<file path="src/hw/rtl/qmi_pkg.sv">
// Shared types and constants for the sentence extractor.
`default_nettype none
package qmi_pkg;

  // Limits and framing sizes
  localparam int MAX_SENTENCE = 4096;
  localparam int QUEUE_DEPTH  = 4;
  localparam int HDR_BYTES    = 7;
  localparam int RECHDR_BYTES = 3;

  // Configuration register indexes
  localparam logic [1:0] CFG_WANTED_TYPE    = 2'd0;
  localparam logic [1:0] CFG_WANTED_MESSAGE = 2'd1;
  localparam logic [1:0] CFG_WANTED_KEY     = 2'd2;

  // Result kinds
  localparam logic [1:0] KIND_BYTE = 2'd0;
  localparam logic [1:0] KIND_DONE = 2'd1;
  localparam logic [1:0] KIND_DROP = 2'd2;

  // Reset values of the configuration registers
  localparam logic [7:0]  RST_WANTED_TYPE    = 8'd4;
  localparam logic [15:0] RST_WANTED_MESSAGE = 16'h0026;
  localparam logic [7:0]  RST_WANTED_KEY     = 8'd1;

  // One classified input beat: an optional payload byte, then an optional end result
  typedef struct packed {
    logic        has_byte;
    logic [7:0]  data;
    logic        has_end;
    logic        end_done;
    logic [15:0] length;
  } qmi_act_t;

endpackage
`default_nettype wire

</file>
<file path="src/hw/rtl/qmi_front.sv">
// Header and record parser: classifies each input byte into queued actions.
`default_nettype none
module qmi_front #(
  parameter int MAX_SENTENCE = qmi_pkg::MAX_SENTENCE
) (
  input  wire logic             clk,
  input  wire logic             rst_n,
  input  wire logic             cfg_we,
  input  wire logic [1:0]       cfg_index,
  input  wire logic [15:0]      cfg_wdata,
  input  wire logic             accept,
  input  wire logic [7:0]       rx_byte,
  input  wire logic             end_of_datagram,
  output logic                  push,
  output qmi_pkg::qmi_act_t     act
);

  localparam logic [2:0] PH_HEADER  = 3'd0;
  localparam logic [2:0] PH_RECHDR  = 3'd1;
  localparam logic [2:0] PH_PAYLOAD = 3'd2;
  localparam logic [2:0] PH_SKIP    = 3'd3;
  localparam logic [2:0] PH_IGNORE  = 3'd4;

  localparam logic [15:0] HDR_LAST    = 16'(qmi_pkg::HDR_BYTES - 1);
  localparam logic [15:0] RECHDR_LAST = 16'(qmi_pkg::RECHDR_BYTES - 1);
  localparam logic [16:0] MAX_LEN     = 17'(MAX_SENTENCE);

  logic [7:0]  wanted_type_r;
  logic [15:0] wanted_message_r;
  logic [7:0]  wanted_key_r;

  logic [2:0]  phase_r, phase_nxt;
  logic [15:0] count_r, count_nxt;
  logic [7:0]  htype_r, htype_nxt;
  logic [15:0] msg_id_r, msg_id_nxt;
  logic [7:0]  rkey_r, rkey_nxt;
  logic [15:0] rlen_r, rlen_nxt;
  logic        done_r, done_nxt;
  logic [15:0] count_inc;

  // Configuration registers
  always_ff @(posedge clk) begin
    if (!rst_n) begin
      wanted_type_r    <= qmi_pkg::RST_WANTED_TYPE;
      wanted_message_r <= qmi_pkg::RST_WANTED_MESSAGE;
      wanted_key_r     <= qmi_pkg::RST_WANTED_KEY;
    end else if (cfg_we) begin
      case (cfg_index)
        qmi_pkg::CFG_WANTED_TYPE:    wanted_type_r    <= cfg_wdata[7:0];
        qmi_pkg::CFG_WANTED_MESSAGE: wanted_message_r <= cfg_wdata;
        qmi_pkg::CFG_WANTED_KEY:     wanted_key_r     <= cfg_wdata[7:0];
        default: ;
      endcase
    end
  end

  assign count_inc = count_r + 16'd1;

  // Parse one byte and build its action
  always_comb begin
    phase_nxt  = phase_r;
    count_nxt  = count_r;
    htype_nxt  = htype_r;
    msg_id_nxt = msg_id_r;
    rkey_nxt   = rkey_r;
    rlen_nxt   = rlen_r;
    done_nxt   = done_r;
    act          = '0;
    act.data     = rx_byte;
    if (accept) begin
      case (phase_r)
        PH_HEADER: begin
          if (count_r == 16'd0) htype_nxt = rx_byte;
          if (count_r == 16'd3) msg_id_nxt[7:0] = rx_byte;
          if (count_r == 16'd4) msg_id_nxt[15:8] = rx_byte;
          count_nxt = count_inc;
          if (count_r == HDR_LAST) begin
            count_nxt = '0;
            phase_nxt = (htype_nxt == wanted_type_r && msg_id_nxt == wanted_message_r) ?
                        PH_RECHDR : PH_IGNORE;
          end
        end
        PH_RECHDR: begin
          if (count_r == 16'd0) rkey_nxt = rx_byte;
          else if (count_r == 16'd1) rlen_nxt[7:0] = rx_byte;
          else rlen_nxt[15:8] = rx_byte;
          count_nxt = count_inc;
          if (count_r == RECHDR_LAST) begin
            count_nxt = '0;
            if (rkey_nxt == wanted_key_r) begin
              if ({1'b0, rlen_nxt} > MAX_LEN) begin
                phase_nxt = PH_IGNORE;
              end else if (rlen_nxt == 16'd0) begin
                act.has_end  = 1'b1;
                act.end_done = 1'b1;
                done_nxt     = 1'b1;
                phase_nxt    = PH_IGNORE;
              end else begin
                phase_nxt = PH_PAYLOAD;
              end
            end else begin
              phase_nxt = (rlen_nxt == 16'd0) ? PH_RECHDR : PH_SKIP;
            end
          end
        end
        PH_PAYLOAD: begin
          act.has_byte = 1'b1;
          count_nxt    = count_inc;
          if (count_inc >= rlen_r) begin
            act.has_end  = 1'b1;
            act.end_done = 1'b1;
            act.length   = rlen_r;
            done_nxt     = 1'b1;
            phase_nxt    = PH_IGNORE;
          end
        end
        PH_SKIP: begin
          count_nxt = count_inc;
          if (count_inc >= rlen_r) begin
            count_nxt = '0;
            phase_nxt = PH_RECHDR;
          end
        end
        default: ;
      endcase
      // Close the datagram on its end mark
      if (end_of_datagram) begin
        if (!done_nxt) begin
          act.has_end  = 1'b1;
          act.end_done = 1'b0;
          act.length   = '0;
        end
        phase_nxt  = PH_HEADER;
        count_nxt  = '0;
        htype_nxt  = '0;
        msg_id_nxt = '0;
        rkey_nxt   = '0;
        rlen_nxt   = '0;
        done_nxt   = 1'b0;
      end
    end
  end

  assign push = accept && (act.has_byte || act.has_end);

  // Parser state
  always_ff @(posedge clk) begin
    if (!rst_n) begin
      phase_r  <= PH_HEADER;
      count_r  <= '0;
      htype_r  <= '0;
      msg_id_r <= '0;
      rkey_r   <= '0;
      rlen_r   <= '0;
      done_r   <= 1'b0;
    end else begin
      phase_r  <= phase_nxt;
      count_r  <= count_nxt;
      htype_r  <= htype_nxt;
      msg_id_r <= msg_id_nxt;
      rkey_r   <= rkey_nxt;
      rlen_r   <= rlen_nxt;
      done_r   <= done_nxt;
    end
  end

endmodule
`default_nettype wire

</file>
<file path="src/hw/rtl/qmi_queue.sv">
// Short action queue between the parser and the result emitter.
`default_nettype none
module qmi_queue #(
  parameter int DEPTH = qmi_pkg::QUEUE_DEPTH
) (
  input  wire logic              clk,
  input  wire logic              rst_n,
  input  wire logic              push,
  input  wire qmi_pkg::qmi_act_t wr_data,
  input  wire logic              pop,
  output qmi_pkg::qmi_act_t      rd_data,
  output logic                   full,
  output logic                   empty
);

  localparam int PTR_W = (DEPTH > 1) ? $clog2(DEPTH) : 1;
  localparam int CNT_W = $clog2(DEPTH + 1);
  localparam logic [PTR_W-1:0] PTR_LAST = PTR_W'(DEPTH - 1);
  localparam logic [CNT_W-1:0] CNT_FULL = CNT_W'(DEPTH);

  qmi_pkg::qmi_act_t slot_r [DEPTH];
  logic [PTR_W-1:0]  wr_ptr_r, rd_ptr_r;
  logic [CNT_W-1:0]  count_r;

  assign full    = (count_r == CNT_FULL);
  assign empty   = (count_r == '0);
  assign rd_data = slot_r[rd_ptr_r];

  // Store the incoming action
  always_ff @(posedge clk) begin
    if (push) slot_r[wr_ptr_r] <= wr_data;
  end

  // Advance pointers and fill count
  always_ff @(posedge clk) begin
    if (!rst_n) begin
      wr_ptr_r <= '0;
      rd_ptr_r <= '0;
      count_r  <= '0;
    end else begin
      if (push) wr_ptr_r <= (wr_ptr_r == PTR_LAST) ? '0 : wr_ptr_r + PTR_W'(1);
      if (pop)  rd_ptr_r <= (rd_ptr_r == PTR_LAST) ? '0 : rd_ptr_r + PTR_W'(1);
      if (push && !pop)      count_r <= count_r + CNT_W'(1);
      else if (pop && !push) count_r <= count_r - CNT_W'(1);
    end
  end

`ifndef SYNTHESIS
  a_no_push_full: assert property (@(posedge clk) disable iff (!rst_n)
    push |-> !full) else $error("queue written while full");
  a_no_pop_empty: assert property (@(posedge clk) disable iff (!rst_n)
    pop |-> !empty) else $error("queue read while empty");
  a_count_bound: assert property (@(posedge clk) disable iff (!rst_n)
    count_r <= CNT_FULL) else $error("queue fill count out of range");
`endif

endmodule
`default_nettype wire

</file>
<file path="src/hw/rtl/qmi_back.sv">
// Result emitter: turns queued actions into one output beat at a time.
`default_nettype none
module qmi_back (
  input  wire logic              clk,
  input  wire logic              rst_n,
  input  wire qmi_pkg::qmi_act_t head,
  input  wire logic              empty,
  output logic                   pop,
  output logic                   out_valid,
  input  wire logic              out_stall,
  output logic [1:0]             out_kind,
  output logic [7:0]             out_byte,
  output logic [15:0]            out_sentence_length,
  output logic                   out_last_of_run
);

  logic        valid_r, valid_nxt;
  logic        sub_r, sub_nxt;
  logic        load;
  logic [1:0]  kind_r, kind_nxt;
  logic [7:0]  byte_r, byte_nxt;
  logic [15:0] len_r, len_nxt;
  logic        last_r, last_nxt;

  assign load = !valid_r || !out_stall;

  // Pick the next result of the head action
  always_comb begin
    valid_nxt = valid_r;
    sub_nxt   = sub_r;
    pop       = 1'b0;
    kind_nxt  = kind_r;
    byte_nxt  = byte_r;
    len_nxt   = len_r;
    last_nxt  = last_r;
    if (load) begin
      valid_nxt = !empty;
      if (!empty) begin
        if (head.has_byte && !sub_r) begin
          kind_nxt = qmi_pkg::KIND_BYTE;
          byte_nxt = head.data;
          len_nxt  = '0;
          last_nxt = !head.has_end;
          if (head.has_end) sub_nxt = 1'b1;
          else pop = 1'b1;
        end else begin
          kind_nxt = head.end_done ? qmi_pkg::KIND_DONE : qmi_pkg::KIND_DROP;
          byte_nxt = '0;
          len_nxt  = head.end_done ? head.length : 16'd0;
          last_nxt = 1'b1;
          pop      = 1'b1;
          sub_nxt  = 1'b0;
        end
      end
    end
  end

  // Control state
  always_ff @(posedge clk) begin
    if (!rst_n) begin
      valid_r <= 1'b0;
      sub_r   <= 1'b0;
    end else begin
      valid_r <= valid_nxt;
      sub_r   <= sub_nxt;
    end
  end

  // Output payload
  always_ff @(posedge clk) begin
    kind_r <= kind_nxt;
    byte_r <= byte_nxt;
    len_r  <= len_nxt;
    last_r <= last_nxt;
  end

  assign out_valid           = valid_r;
  assign out_kind            = kind_r;
  assign out_byte            = byte_r;
  assign out_sentence_length = len_r;
  assign out_last_of_run     = last_r;

`ifndef SYNTHESIS
  a_end_is_last: assert property (@(posedge clk) disable iff (!rst_n)
    (valid_r && kind_r != qmi_pkg::KIND_BYTE) |-> last_r)
    else $error("end result not marked last of run");
  a_split_pending: assert property (@(posedge clk) disable iff (!rst_n)
    sub_r |-> (!empty && head.has_end))
    else $error("second half of an action without its action");
  a_hold_stalled: assert property (@(posedge clk) disable iff (!rst_n)
    (valid_r && out_stall) |=> (valid_r && $stable(kind_r) && $stable(byte_r) &&
                                $stable(len_r) && $stable(last_r)))
    else $error("stalled result beat changed");
`endif

endmodule
`default_nettype wire

</file>
<file path="src/hw/rtl/qmi_tlv_sentence_extractor.sv">
// Top level of the sentence extractor: parser, action queue and emitter.
`default_nettype none
// Takes a datagram one byte per beat (end mark on the last byte), checks the
// 7-byte header against wanted_type and wanted_message, walks the records and
// passes on the value bytes of the first record keyed wanted_key, then a
// completion beat carrying its length; a datagram that yields no sentence
// gives one drop beat on its last byte. The parser accepts one byte per cycle
// while its action queue (QUEUE_DEPTH entries) has room; the emitter sends one
// result per cycle while out_stall is low, so a byte that causes two results
// is sent as two output beats. A result passes through the queue slot and then
// the emitter's output register. Configuration must be written only while no
// datagram is in flight; the block itself does not enforce this.
module qmi_tlv_sentence_extractor #(
  parameter int MAX_SENTENCE = qmi_pkg::MAX_SENTENCE,
  parameter int QUEUE_DEPTH  = qmi_pkg::QUEUE_DEPTH
) (
  input  wire logic        clk,
  input  wire logic        rst_n,
  input  wire logic        cfg_we,
  input  wire logic [1:0]  cfg_index,
  input  wire logic [15:0] cfg_wdata,
  input  wire logic        in_valid,
  output logic             in_stall,
  input  wire logic [7:0]  in_rx_byte,
  input  wire logic        in_end_of_datagram,
  output logic             out_valid,
  input  wire logic        out_stall,
  output logic [1:0]       out_kind,
  output logic [7:0]       out_byte,
  output logic [15:0]      out_sentence_length,
  output logic             out_last_of_run
);

  qmi_pkg::qmi_act_t act, head;
  logic accept, push, pop, full, empty;

  assign in_stall = full;
  assign accept   = in_valid && !in_stall;

  qmi_front #(.MAX_SENTENCE(MAX_SENTENCE)) u_front (
    .clk             (clk),
    .rst_n           (rst_n),
    .cfg_we          (cfg_we),
    .cfg_index       (cfg_index),
    .cfg_wdata       (cfg_wdata),
    .accept          (accept),
    .rx_byte         (in_rx_byte),
    .end_of_datagram (in_end_of_datagram),
    .push            (push),
    .act             (act)
  );

  qmi_queue #(.DEPTH(QUEUE_DEPTH)) u_queue (
    .clk     (clk),
    .rst_n   (rst_n),
    .push    (push),
    .wr_data (act),
    .pop     (pop),
    .rd_data (head),
    .full    (full),
    .empty   (empty)
  );

  qmi_back u_back (
    .clk                 (clk),
    .rst_n               (rst_n),
    .head                (head),
    .empty               (empty),
    .pop                 (pop),
    .out_valid           (out_valid),
    .out_stall           (out_stall),
    .out_kind            (out_kind),
    .out_byte            (out_byte),
    .out_sentence_length (out_sentence_length),
    .out_last_of_run     (out_last_of_run)
  );

endmodule
`default_nettype wire
</file>
<file path="config.mk">
export PLATFORM = sky130hd
export DESIGN_NAME = qmi_tlv_sentence_extractor
export DESIGN_NICKNAME = d
export VERILOG_FILES = /design/src/hw/rtl/qmi_pkg.sv /design/src/hw/rtl/qmi_front.sv /design/src/hw/rtl/qmi_queue.sv /design/src/hw/rtl/qmi_back.sv /design/src/hw/rtl/qmi_tlv_sentence_extractor.sv
export SDC_FILE = /design/constraint.sdc
export NUM_CORES = 1
export LEC_CHECK = 0
export ABC_AREA = 1
export BUFFER_PORTS_ARGS = -buffer_cell sky130_fd_sc_hd__buf_4
export CORE_UTILIZATION = 55
export DETAILED_ROUTE_END_ITERATION = 8
export GPL_TIMING_DRIVEN = 0
export PLACE_DENSITY_LB_ADDON = 0.3
export SETUP_SLACK_MARGIN = 0.02
export SYNTH_ARGS = -nofsm -noshare
export SYNTH_HDL_FRONTEND = slang
export SYNTH_SLANG_ARGS = --single-unit
export TNS_END_PERCENT = 100
</file>
<file path="constraint.sdc">
create_clock -name clk -period 8.4 [get_ports clk]
set_input_delay 0.84 -clock clk [delete_from_list [all_inputs] [get_ports clk]]
set_output_delay 0.84 -clock clk [all_outputs]
set_load 0.05 [all_outputs]
</file>
**After elaboration in Yosys (flattened, before gate mapping)**

Memories as Yosys holds them, arrays and structs flattened. A register that Yosys moved wholly into a read port is not among the register bits.
Cells that the tools add are included.

- Add/subtract/negate cells: 5
- Bitwise gates (word level): 2
- Multiplexer cells: 76
- Reduce and logical (&&, ||, !) cells: 35
- Equal/unequal tests: 21
- Order comparisons: 2

Operator list:

| cell | number |
|---|---|
| 16-bit two-way mux | 12 |
| 8-bit two-way mux | 18 |
| 18-bit two-way mux | 4 |
| 16-bit case mux with 4 select lines | 1 |
| 3-bit two-way mux | 11 |
| 16-bit by 2-bit equality test with 1-bit output (second input constant) | 2 |
| 16-bit by 3-bit equality test with 1-bit output (second input constant) | 2 |
| 16-bit zero test | 2 |
| 2-bit two-way mux | 10 |
| 1-bit two-way mux | 17 |
| 16-bit by 1-bit adder with 16-bit output (second input constant) | 1 |
| 16-bit by 1-bit equality test with 1-bit output (second input constant) | 1 |
| 16-bit equality test | 1 |
| 8-bit equality test | 2 |
| 16-bit >= comparator | 1 |
| 16-bit by 13-bit > comparator with 1-bit output (second input constant) | 1 |
| 2-bit AND reduction | 7 |
| 3-bit by 2-bit inequality test with 1-bit output (second input constant) | 4 |
| 3-bit case mux with 4 select lines | 1 |
| 1-bit zero test | 8 |
| 2-bit equality test (second input constant) | 3 |
| 3-bit by 2-bit equality test with 1-bit output (second input constant) | 2 |
| 1-bit logical AND | 6 |
| 3-bit zero test | 2 |
| other kinds (17) | 22 |

- Memories kept: 1
- Flip-flop bits (word level): 136
- Bits of input ports: 32
- Memory bits (writable): 108

Memory list:

| name | words | width | rd ports | clocked after Yosys merged registers in | wr ports | line | source |
|---|---|---|---|---|---|---|---|
| u_queue.slot_r | 4 | 27 | 1 | 1 | 1 | qmi_queue.sv:21 | `qmi_pkg::qmi_act_t slot_r [DEPTH];` |

**Longest topological paths before layout**

Gate-level depths: netlist of run 1.

- Depth in word-level cells: 21
- Depth in mapped cells: 27

**Hierarchy**

A second synthesis of run 1 with hierarchy kept.

- Cell total of the unflattened synthesis: 1415
- Area total of the unflattened synthesis: 11927.7 um2

By module, submodules not included:

| module | area an instance (um2) | cells each | seq. area each (um2) | instances |
|---|---|---|---|---|
| qmi_front | 6249.7 | 998 | 2001.9 | 1 |
| qmi_queue | 4510.6 | 320 | 3423.3 | 1 |
| qmi_back | 1157.4 | 95 | 850.8 | 1 |
| qmi_tlv_sentence_extractor | 10.0 | 2 | 0.0 | 1 |

**Worst setup path before layout of run 1**

No wires, ideal clock.

- Path type: register to register
- Start: register u_front.count_r[2]
- End: register u_queue.count_r[2]
- Setup slack: 4.235 ns
- Arrival time: 4.042 ns
- Stages on the path, launching flop included: 27
- Period minus slack after synthesis: 4.165 ns
- Library setup time: 0.122 ns
- Buffers on the path: 0
- Data required time: 8.278 ns
- Path through: dfxtp_1 inv_1 nor3_2 nand4_1 or2_2 nand3b_4 nor4_4 nand3_1 nand2_1 nand2_1 ha_1 nand2_1 inv_1 nand3_1 inv_1 a21oi_1 nand3_1 a21oi_1 nand4_2 nand3_4 ha_1 inv_1 fa_1 a21oi_1 o21ai_0 o21ai_0 a21oi_1

- Cells in the longest elaborated chain, start to end: 20
- Elaborated cells between the ends (all ways): 39
- Those cells by class: add/sub: 1; order compare: 2; eq/ne: 3; mux: 25; reduce/logical: 8

Ends and longest elaborated chain:

| what | line | source |
|---|---|---|
| start: declaration | qmi_front.sv:33 | `logic [15:0] count_r, count_nxt;` |
| start signal: assignment | qmi_front.sv:158 | `count_r <= count_nxt;` |
| parallel branches: the longest is 13 deep, another holds 16-bit by 13-bit > comparator with 1-bit output | n/a |  |
| 18-bit two-way mux * | qmi_front.sv:127 | `if (end_of_datagram) begin` |
| 18-bit two-way mux * | qmi_front.sv:70 | `if (accept) begin` |
| 1-bit logical OR * | qmi_front.sv:144 | `assign push = accept && (act.has_byte \|\| act.has_end);` |
| 1-bit logical AND * | qmi_front.sv:144 |  |
| net push | qmi_tlv_sentence_extractor.sv:35 | `logic accept, push, pop, full, empty;` |
| 1-bit zero test | qmi_queue.sv:44 | `else if (pop && !push) count_r <= count_r - CNT_W'(1);` |
| 1-bit logical AND | qmi_queue.sv:44 |  |
| 2-bit nonzero test (no line) | n/a |  |
| end signal: assignment | qmi_queue.sv:43 | `if (push && !pop) count_r <= count_r + CNT_W'(1);` |
| end signal: assignment | qmi_queue.sv:44 |  |
| end: declaration | qmi_queue.sv:23 | `logic [CNT_W-1:0] count_r;` |

Mark *: on every way through the listed nets, which the timed path passes. The select of a mux whose other input is x is not followed.
A chain may end at the register's enable or synchronous reset.

**Worst setup path after layout of run 1**

- Start: register u_front.count_r[0]
- End: memory u_queue.slot_r[2][6] (netlist bit), enable pin

- Cells in the longest elaborated chain, start to end: 19
- Elaborated cells between the ends (all ways): 36
- Those cells by class: add/sub: 1; order compare: 2; eq/ne: 3; mux: 26; reduce/logical: 4

Ends and longest elaborated chain:

| what | line | source |
|---|---|---|
| parallel branches: the longest is 13 deep, another holds 16-bit by 13-bit > comparator with 1-bit output | n/a |  |
| 18-bit two-way mux * | qmi_front.sv:127 |  |
| 18-bit two-way mux * | qmi_front.sv:70 |  |
| 1-bit logical OR * | qmi_front.sv:144 |  |
| 1-bit logical AND * | qmi_front.sv:144 |  |
| net push | qmi_tlv_sentence_extractor.sv:35 |  |
| 1-bit two-way mux * | qmi_queue.sv:31 | `if (push) slot_r[wr_ptr_r] <= wr_data;` |
| 1-bit two-way mux (not written as such) * | qmi_queue.sv:31 |  |
| end: declaration | qmi_queue.sv:21 |  |

Marks and branches as above.

==> results.ini, run 1 <==
[run_status]
status=complete, no violations

[sta]
finalSetupTns_ns=0
hold_viol_final=0
finalCritPeriodShare_pct=59.84
worst_pin_slew_ns=1.265
rsz0062_at_grt=false
min_period_ns=5.027
setup_viol=0
max_freq_mhz=198.9
slew_violations=0
slew_headroom_pct=15.55
worst_slack_ns=3.373
fin_worst_skew_ns=0.02131

[logic_synthesis]
synth_xor_area_share_pct=1.739
synth_compound_area_share_pct=11.04
synth_area_leader_cell=edfxtp_1
yosys.area_share.simple_pct=23.68
synth_top_area_share_pct=35.00
synth_common_cells=275 x nand2_1, 214 x nor2_1, 135 x edfxtp_1, 135 x inv_1, 117 x a21oi_1
synth_top_family_by_area=simple AND/OR/NAND/NOR gates
yosys.cell_count.top_type=nand2_1
synth_cell_types=41
avgSynthCellArea_sq_um=8.547
synth_adder_area_share_pct=2.982
ys.flop_type=edfxtp_1
synth.area.top_cells=edfxtp_1 35%, dfxtp_1 19%, nand2_1 8.9%, nor2_1 6.9%, a21oi_1 5.1%
synth_edf_count=135
yosys-mux-area-fraction_pct=0
synth-seq-cells=246
synth-async-reset-ratio_pct=0
yosysSeqAreaShare_pct=54.19
yosysWarningCount=0
syn_area_sq_um=11580
syn-instance-count=1355
synth_nets=1414

[setup_path]
rr_worst_depth=22
worstSetupStartpointType=register
worstSetupEndpointType=register
crit_top_cell=nand2_1
slowest_stage=inv_1
worst_ep_required_time_ns=8.53
cp_max_fo=27
cp.arrival_ns=5.16
critical_path_class=register to register
cp_slowest_stage_delay_ns=0.91
r2r_setup_slack_ns=3.37
cp_cell_sequence=inv_1, nor3_2, nand4_1, or2_2, nand3b_4, nor4_4, nand3_1, nand2_1, nand2_1, ha_1, nand2_1, inv_1, nand3_1, nor3_1, nand3_1, nand3_1, nand2_1, nand2_1, nand2_2, nand3_4, nand2_1, inv_1

[floorplan]
io_pins=61
rows=52
chipHeight_um=147.1
die_w_um=147.1
core_area_sq_um=20430
start_util_pct=56.69
die_area_sq_um=21640

[power]
power.density_nw_per_um2=281.8
peakVddDrop_mv=0.1742
p_total_mw=3.721
power.leakage_nw=5.335

[cts]
clk_path_buf_depth=3
clock_latency_ns=0.53
clock_sinks=246
cts.htree.levels=1
ctsResizeCount=0
cts_made_buffers=25
post_cts_buffers=0
clk_transition_reported_paths_ns=0.06
cts_tree=built
cts_hold_repair.buffers=0
cts_root_buffer=clkbuf_16

[hold_path]
worstHoldPathCells=2
min_path_type=register to register

[placed_design]
postPlaceCellArea_sq_um=12390
io_buffers=59
hpwl_um=19450
dp.cells=1685
place_congestion=0.8926
place_ws_ns=3.323

[detailed_routing]
via_per_inst=5.387
drt-total-wl_um=27470
drtPass1Iterations=5
vias=9325
drc_errors=0
ant_nets=0
drt_iter0_markers=629
drt-wirelength-per-cell_um=15.87

[global_routing]
grt-ovfl-total=0
antenna_found_initial=0
grt_max_degree=31
grt_usage_pct=25.91
grt_pass1_vias=8697
grt_first_pass_wirelength_um=44320

[layout]
final_area_sq_um=13210
area_growth_pct=14.02
num-nets-final=1501
drive_gt1_share_pct=9.993
finalNonFillerCells=1731
insertedDiodeCount=0

[flow_run]
cap_violations=0

==> area by class of cell <==
| class | count | area [sq um] |
|---|---|---|
| buffer | 48 | 211.5 |
| clock buffer | 38 | 715.7 |
| clock inverter | 8 | 96.34 |
| fill | 1699 | 7224 |
| inverter | 140 | 525.5 |
| multi-input combinational | 921 | 4579 |
| sequential | 246 | 6276 |
| tap | 270 | 337.8 |
| timing repair buffer | 60 | 462.9 |
==> power breakdown <==
| group | switching (mW) | internal [mW] |
|---|---|---|
| Clock | 0.456 | 0.649 |
| Combinational | 0.793 | 0.296 |
| Sequential | 0.0543 | 1.47 |
==> cell families after synthesis <==
kind of cell,count (synthesis)
AND/OR/NAND/NOR,622
adder cells (fa/ha/maj),27
flip-flops,246
buffers and inverters,188
AO/OA/AOI/OAI,249
XOR/XNOR,23
==> worst max-delay path: cells and delay by family (launching register included) <==
kind	cells	cell delay (ns)
and+or+nand+nor	18	2.71
buffers and inverters	3	1.10
DFF	1	0.51
adders and majority gates	1	0.30
==> routing by layer <==
| layer | wire (um) | GRT usage, % | part of all wire, % |
|---|---|---|---|
| met5 | 0 | 0 | 0 |
| met4 | 843 | 9.588 | 3.1 |
| met3 | 1579 | 3.789 | 5.7 |
| met2 | 13300 | 43.77 | 48 |
| met1 | 11750 | 33.80 | 43 |
==> path summary, 6_finish.rpt <==
check | from | endpoint
min | u_front.rlen_r[1]$_SDFFE_PN0P_ | u_front.rlen_r[1]$_SDFFE_PN0P_
max reg2reg | u_front.count_r[0]$_SDFFE_PN0P_ | u_queue.slot_r[2][6]$_DFFE_PP_
max | u_front.count_r[0]$_SDFFE_PN0P_ | u_queue.slot_r[2][6]$_DFFE_PP_
min reg2reg | u_front.rlen_r[1]$_SDFFE_PN0P_ | u_front.rlen_r[1]$_SDFFE_PN0P_
==> flip-flops by register name, indices dropped and copies added, names as in the netlist, 3 cells and up, named ones only <==
| name | count |
|---|---|
| u_front.count_r | 16 |
| u_front.rlen_r | 16 |
| u_front.wanted_message_r | 16 |
| u_front.rkey_r | 8 |
| u_front.wanted_key_r | 8 |
| u_queue.slot_r | 108 |
| u_front.htype_r | 8 |
| u_front.phase_r | 3 |
| u_front.msg_id_r | 16 |
| u_back.out_byte | 8 |
| u_queue.count_r | 3 |
| u_back.out_sentence_length | 16 |
| u_front.wanted_type_r | 8 |
==> cells in the final DEF (no fill, tap or decap), types with 4 or more instances in the layout <==
cell	Yosys	routed
a21oi_1	117	116
buf_4	0	59
buf_6	4	4
clkbuf_1	40	48
clkbuf_16	0	25
clkbuf_8	0	4
clkinv_1	4	4
clkinv_2	0	4
dfxtp_1	111	111
edfxtp_1	135	135
ha_1	26	26
inv_1	135	135
nand2_1	275	275
nand2_2	9	9
nand2_4	5	5
nand3_1	68	68
nand3b_1	8	8
nand4_1	10	10
nor2_1	214	214
nor2_4	5	5
nor3_1	8	8
o21ai_0	104	104
o21ai_1	16	16
xnor2_1	5	5
xor2_1	18	18
==> per-stage QoR <==
step	hold slack (ns)	util, %
after floorplan	0.4422	-
after global placement	0.4510	60.51
after detailed placement	0.4551	60.66
after CTS	0.4649	64.64
after global routing	0.4851	64.64
final	0.4632	64.64
Note: power is estimated with default switching activity, not from simulation.
==> inputs of run 2 (changes only) <==
- clock period: 8.4 -> 4.4 ns (I/O delays scaled with it)
==> run 2 against run 1 <==
Net effect:
- sequential cell count stayed put
- fmax is 16% higher
- die area stayed put
- combinational power is 99% higher
- sequential share of layout area is 1.1 points lower
- global-route usage is 0.39 points higher
- clock power is 91% higher
- first-iteration DRC count is 14% higher
==> results.ini, run 2 (synthesized netlist as in run 1, its figures left out) <==
[detailed_routing]
drt_iter0_markers=716
drt-wirelength-per-cell_um=16.43
drc_errors=0
ant_nets=0
via_per_inst=5.425
drt-total-wl_um=28770
vias=9499
drtPass1Iterations=7

[cts]
clock_latency_ns=0.53
clk_transition_reported_paths_ns=0.06
clk_path_buf_depth=3
cts_made_buffers=25
clock_sinks=246
cts_hold_repair.buffers=0
cts.htree.levels=1
cts_tree=built
cts_root_buffer=clkbuf_16

[layout]
final_area_sq_um=13530
finalNonFillerCells=1751
area_growth_pct=16.86
insertedDiodeCount=0
mostFrequentLayoutCell=nand2_1
largest_register_ffs=108
fill_cells=1631
fin_util_pct=66.25
regMostFlops=u_queue.slot_r
drive_gt1_share_pct=13.50
num-nets-final=1521
mostFrequentLayoutCells=271 x nand2_1, 213 x nor2_1, 135 x edfxtp_1

[setup_path]
worstSetupStartpointType=register
reg2reg_from=u_front.count_r[1]$_SDFFE_PN0P_
cp_max_fo=6
r2r-end=u_queue.count_r[2]$_SDFFE_PN0P_
cp_cell_sequence=inv_2, nor3_4, nand4_1, or2_4, nand3b_4, nor4_4, buf_4, xor2_1, ha_1, a21oi_2, o21ai_0, a21oi_2, nand3_4, a21oi_2, nand4_2, nand3_4, ha_4, inv_2, fa_2, a21oi_2, o21ai_2, o21ai_1, a21oi_1
critical_path_class=register to register
worstSetupEndpointType=register
cp_slowest_stage_delay_ns=0.38
rr_worst_depth=23
slowest_stage=dfxtp_4
cp.arrival_ns=4.73
crit_top_cell=a21oi_2
worst_ep_required_time_ns=4.81
r2r_setup_slack_ns=0.08

[sta]
finalCritPeriodShare_pct=98.14
slew_violations=0
rsz0062_at_grt=true
min_period_ns=4.318
hold_viol_final=0
max_freq_mhz=231.6
worst_pin_slew_ns=0.8888
hold-worst-slack_ns=0.1347
slew_headroom_pct=40.29
setup_viol=0
worst_slack_ns=0.08169
fin_worst_skew_ns=0.02072

[placed_design]
postPlaceCellArea_sq_um=12390
io_buffers=59
place_congestion=0.8926
hpwl_um=19450
place_ws_ns=-0.6771
dp.cells=1685

[power]
power_frac_comb_pct=30.1
power.leakage_nw=5.456
power.switching_mw=2.548
internal-power_mw=4.657
pwr-share-clk_pct=29.4
swShare_pct=35.36
peakVddDrop_mv=0.3329
power.density_nw_per_um2=532.4
power_frac_seq_pct=40.4

[global_routing]
grt_max_degree=31
grt_usage_pct=26.30
grt_first_pass_wirelength_um=44990
grt_pass1_vias=8869
grt-ovfl-total=0
antenna_found_initial=0

[hold_path]
hold-path-endpoint=u_front.wanted_message_r[5]$_SDFFE_PN1P_
min_path_type=input pin to register
worstHoldPathCells=3
min_from=cfg_wdata[5]

[floorplan]
io_pins=61
die_area_sq_um=21640
core_area_sq_um=20430
rows=52
start_util_pct=56.69
chipHeight_um=147.1
die_w_um=147.1

[run_status]
status=complete, no violations

[flow_run]
cap_violations=0

run 2: changes by cell type in the layout (fill, tap and decap cells not counted), moves of 4 or more:
cell,before,now
a21oi_1,116,112
nand2_1,275,271
nand3_1,68,63
nand2_2,9,13
buf_4,59,75
inv_1,135,126
dfxtp_1,111,107
clkinvlp_4,1,9
nand3_2,3,7
inv_2,1,6
a21oi_2,0,4
run 2: cell type report:
cell class / instances / area (sq um) / area share [%]
clock buffer: 38 / 715.7 / 5.288
inverter: 140 / 540.5 / 3.994
multi-input combinational: 921 / 4731 / 34.95
sequential: 246 / 6289 / 46.46
clock inverter: 8 / 96.34 / 0.7118
timing repair inverter: 4 / 30.03 / 0.2219
buffer: 48 / 211.5 / 1.562
timing repair buffer: 76 / 583.1 / 4.308
tap: 270 / 337.8 / 2.496
run 2: timing repair:
action                     4_1_cts  5_1_grt
pin swaps                        8       20
setup endpoints to repair      111      115
gates resized for setup         22       30
buffers inserted                10        6
cloned                           0        4
run 2: how the worst max path moves through the flow:
stage	start	endpoint	slack (ns)	cells past startpoint
after CTS	u_front.count_r[0]$_SDFFE_PN0P_	u_queue.count_r[2]$_SDFFE_PN0P_	0.02	26
after global placement	u_front.count_r[0]$_SDFFE_PN0P_	u_queue.slot_r[1][4]$_DFFE_PP_	-0.58	22
final	u_front.count_r[1]$_SDFFE_PN0P_	u_queue.count_r[2]$_SDFFE_PN0P_	0.08	23
after floorplan	u_front.count_r[2]$_SDFFE_PN0P_	u_queue.count_r[2]$_SDFFE_PN0P_	0.24	26
after global routing	u_front.count_r[1]$_SDFFE_PN0P_	u_queue.count_r[2]$_SDFFE_PN0P_	-0.13	27
after detailed placement	u_front.count_r[0]$_SDFFE_PN0P_	u_queue.slot_r[2][4]$_DFFE_PP_	-0.68	22
run 2: power by group through the flow:
| stage | Sequential [mW] | Combinational [mW] | Clock [mW] |
|---|---|---|---|
| after global placement | 2.96 | 1.99 | 0 |
| final | 2.91 | 2.17 | 2.12 |
| after detailed placement | 2.97 | 2.08 | 0 |
| after floorplan | 3.41 | 0.969 | 0 |
| after CTS | 2.92 | 2.12 | 2.13 |
| after global routing | 2.94 | 2.36 | 2.23 |
run 2: through the flow:
step | power, mW | setup TNS (ns)
5_1_grt | 7.534 | -0.3819
2_1_floorplan | 4.377 | 0
6_report | 7.205 | 0
3_3_place_gp | 4.945 | -59.51
3_5_place_dp | 5.043 | -70.01
4_1_cts | 7.162 | 0
run 2: worst max-delay path: cells and delay by family (launching register included):
kind                     cells  cell delay, ns
adder cells (fa/ha/maj)      3            0.81
AND/OR/NAND/NOR              8            1.43
buffers and inverters        3            0.30
XOR/XNOR                     1            0.20
flip-flops                   1            0.38
AO/OA/AOI/OAI                8            1.11
run 2: per-layer routing:
| layer | global-route usage, % | share of wire [%] | vias up |
|---|---|---|---|
| li1 | - | - | 4680 |
| met2 | 44.81 | 49 | 340 |
| met4 | 9.794 | 3.0 | 0 |
| met1 | 34.00 | 42 | 4414 |
| met3 | 3.789 | 6.3 | 65 |
| met5 | 0 | 0 | - |
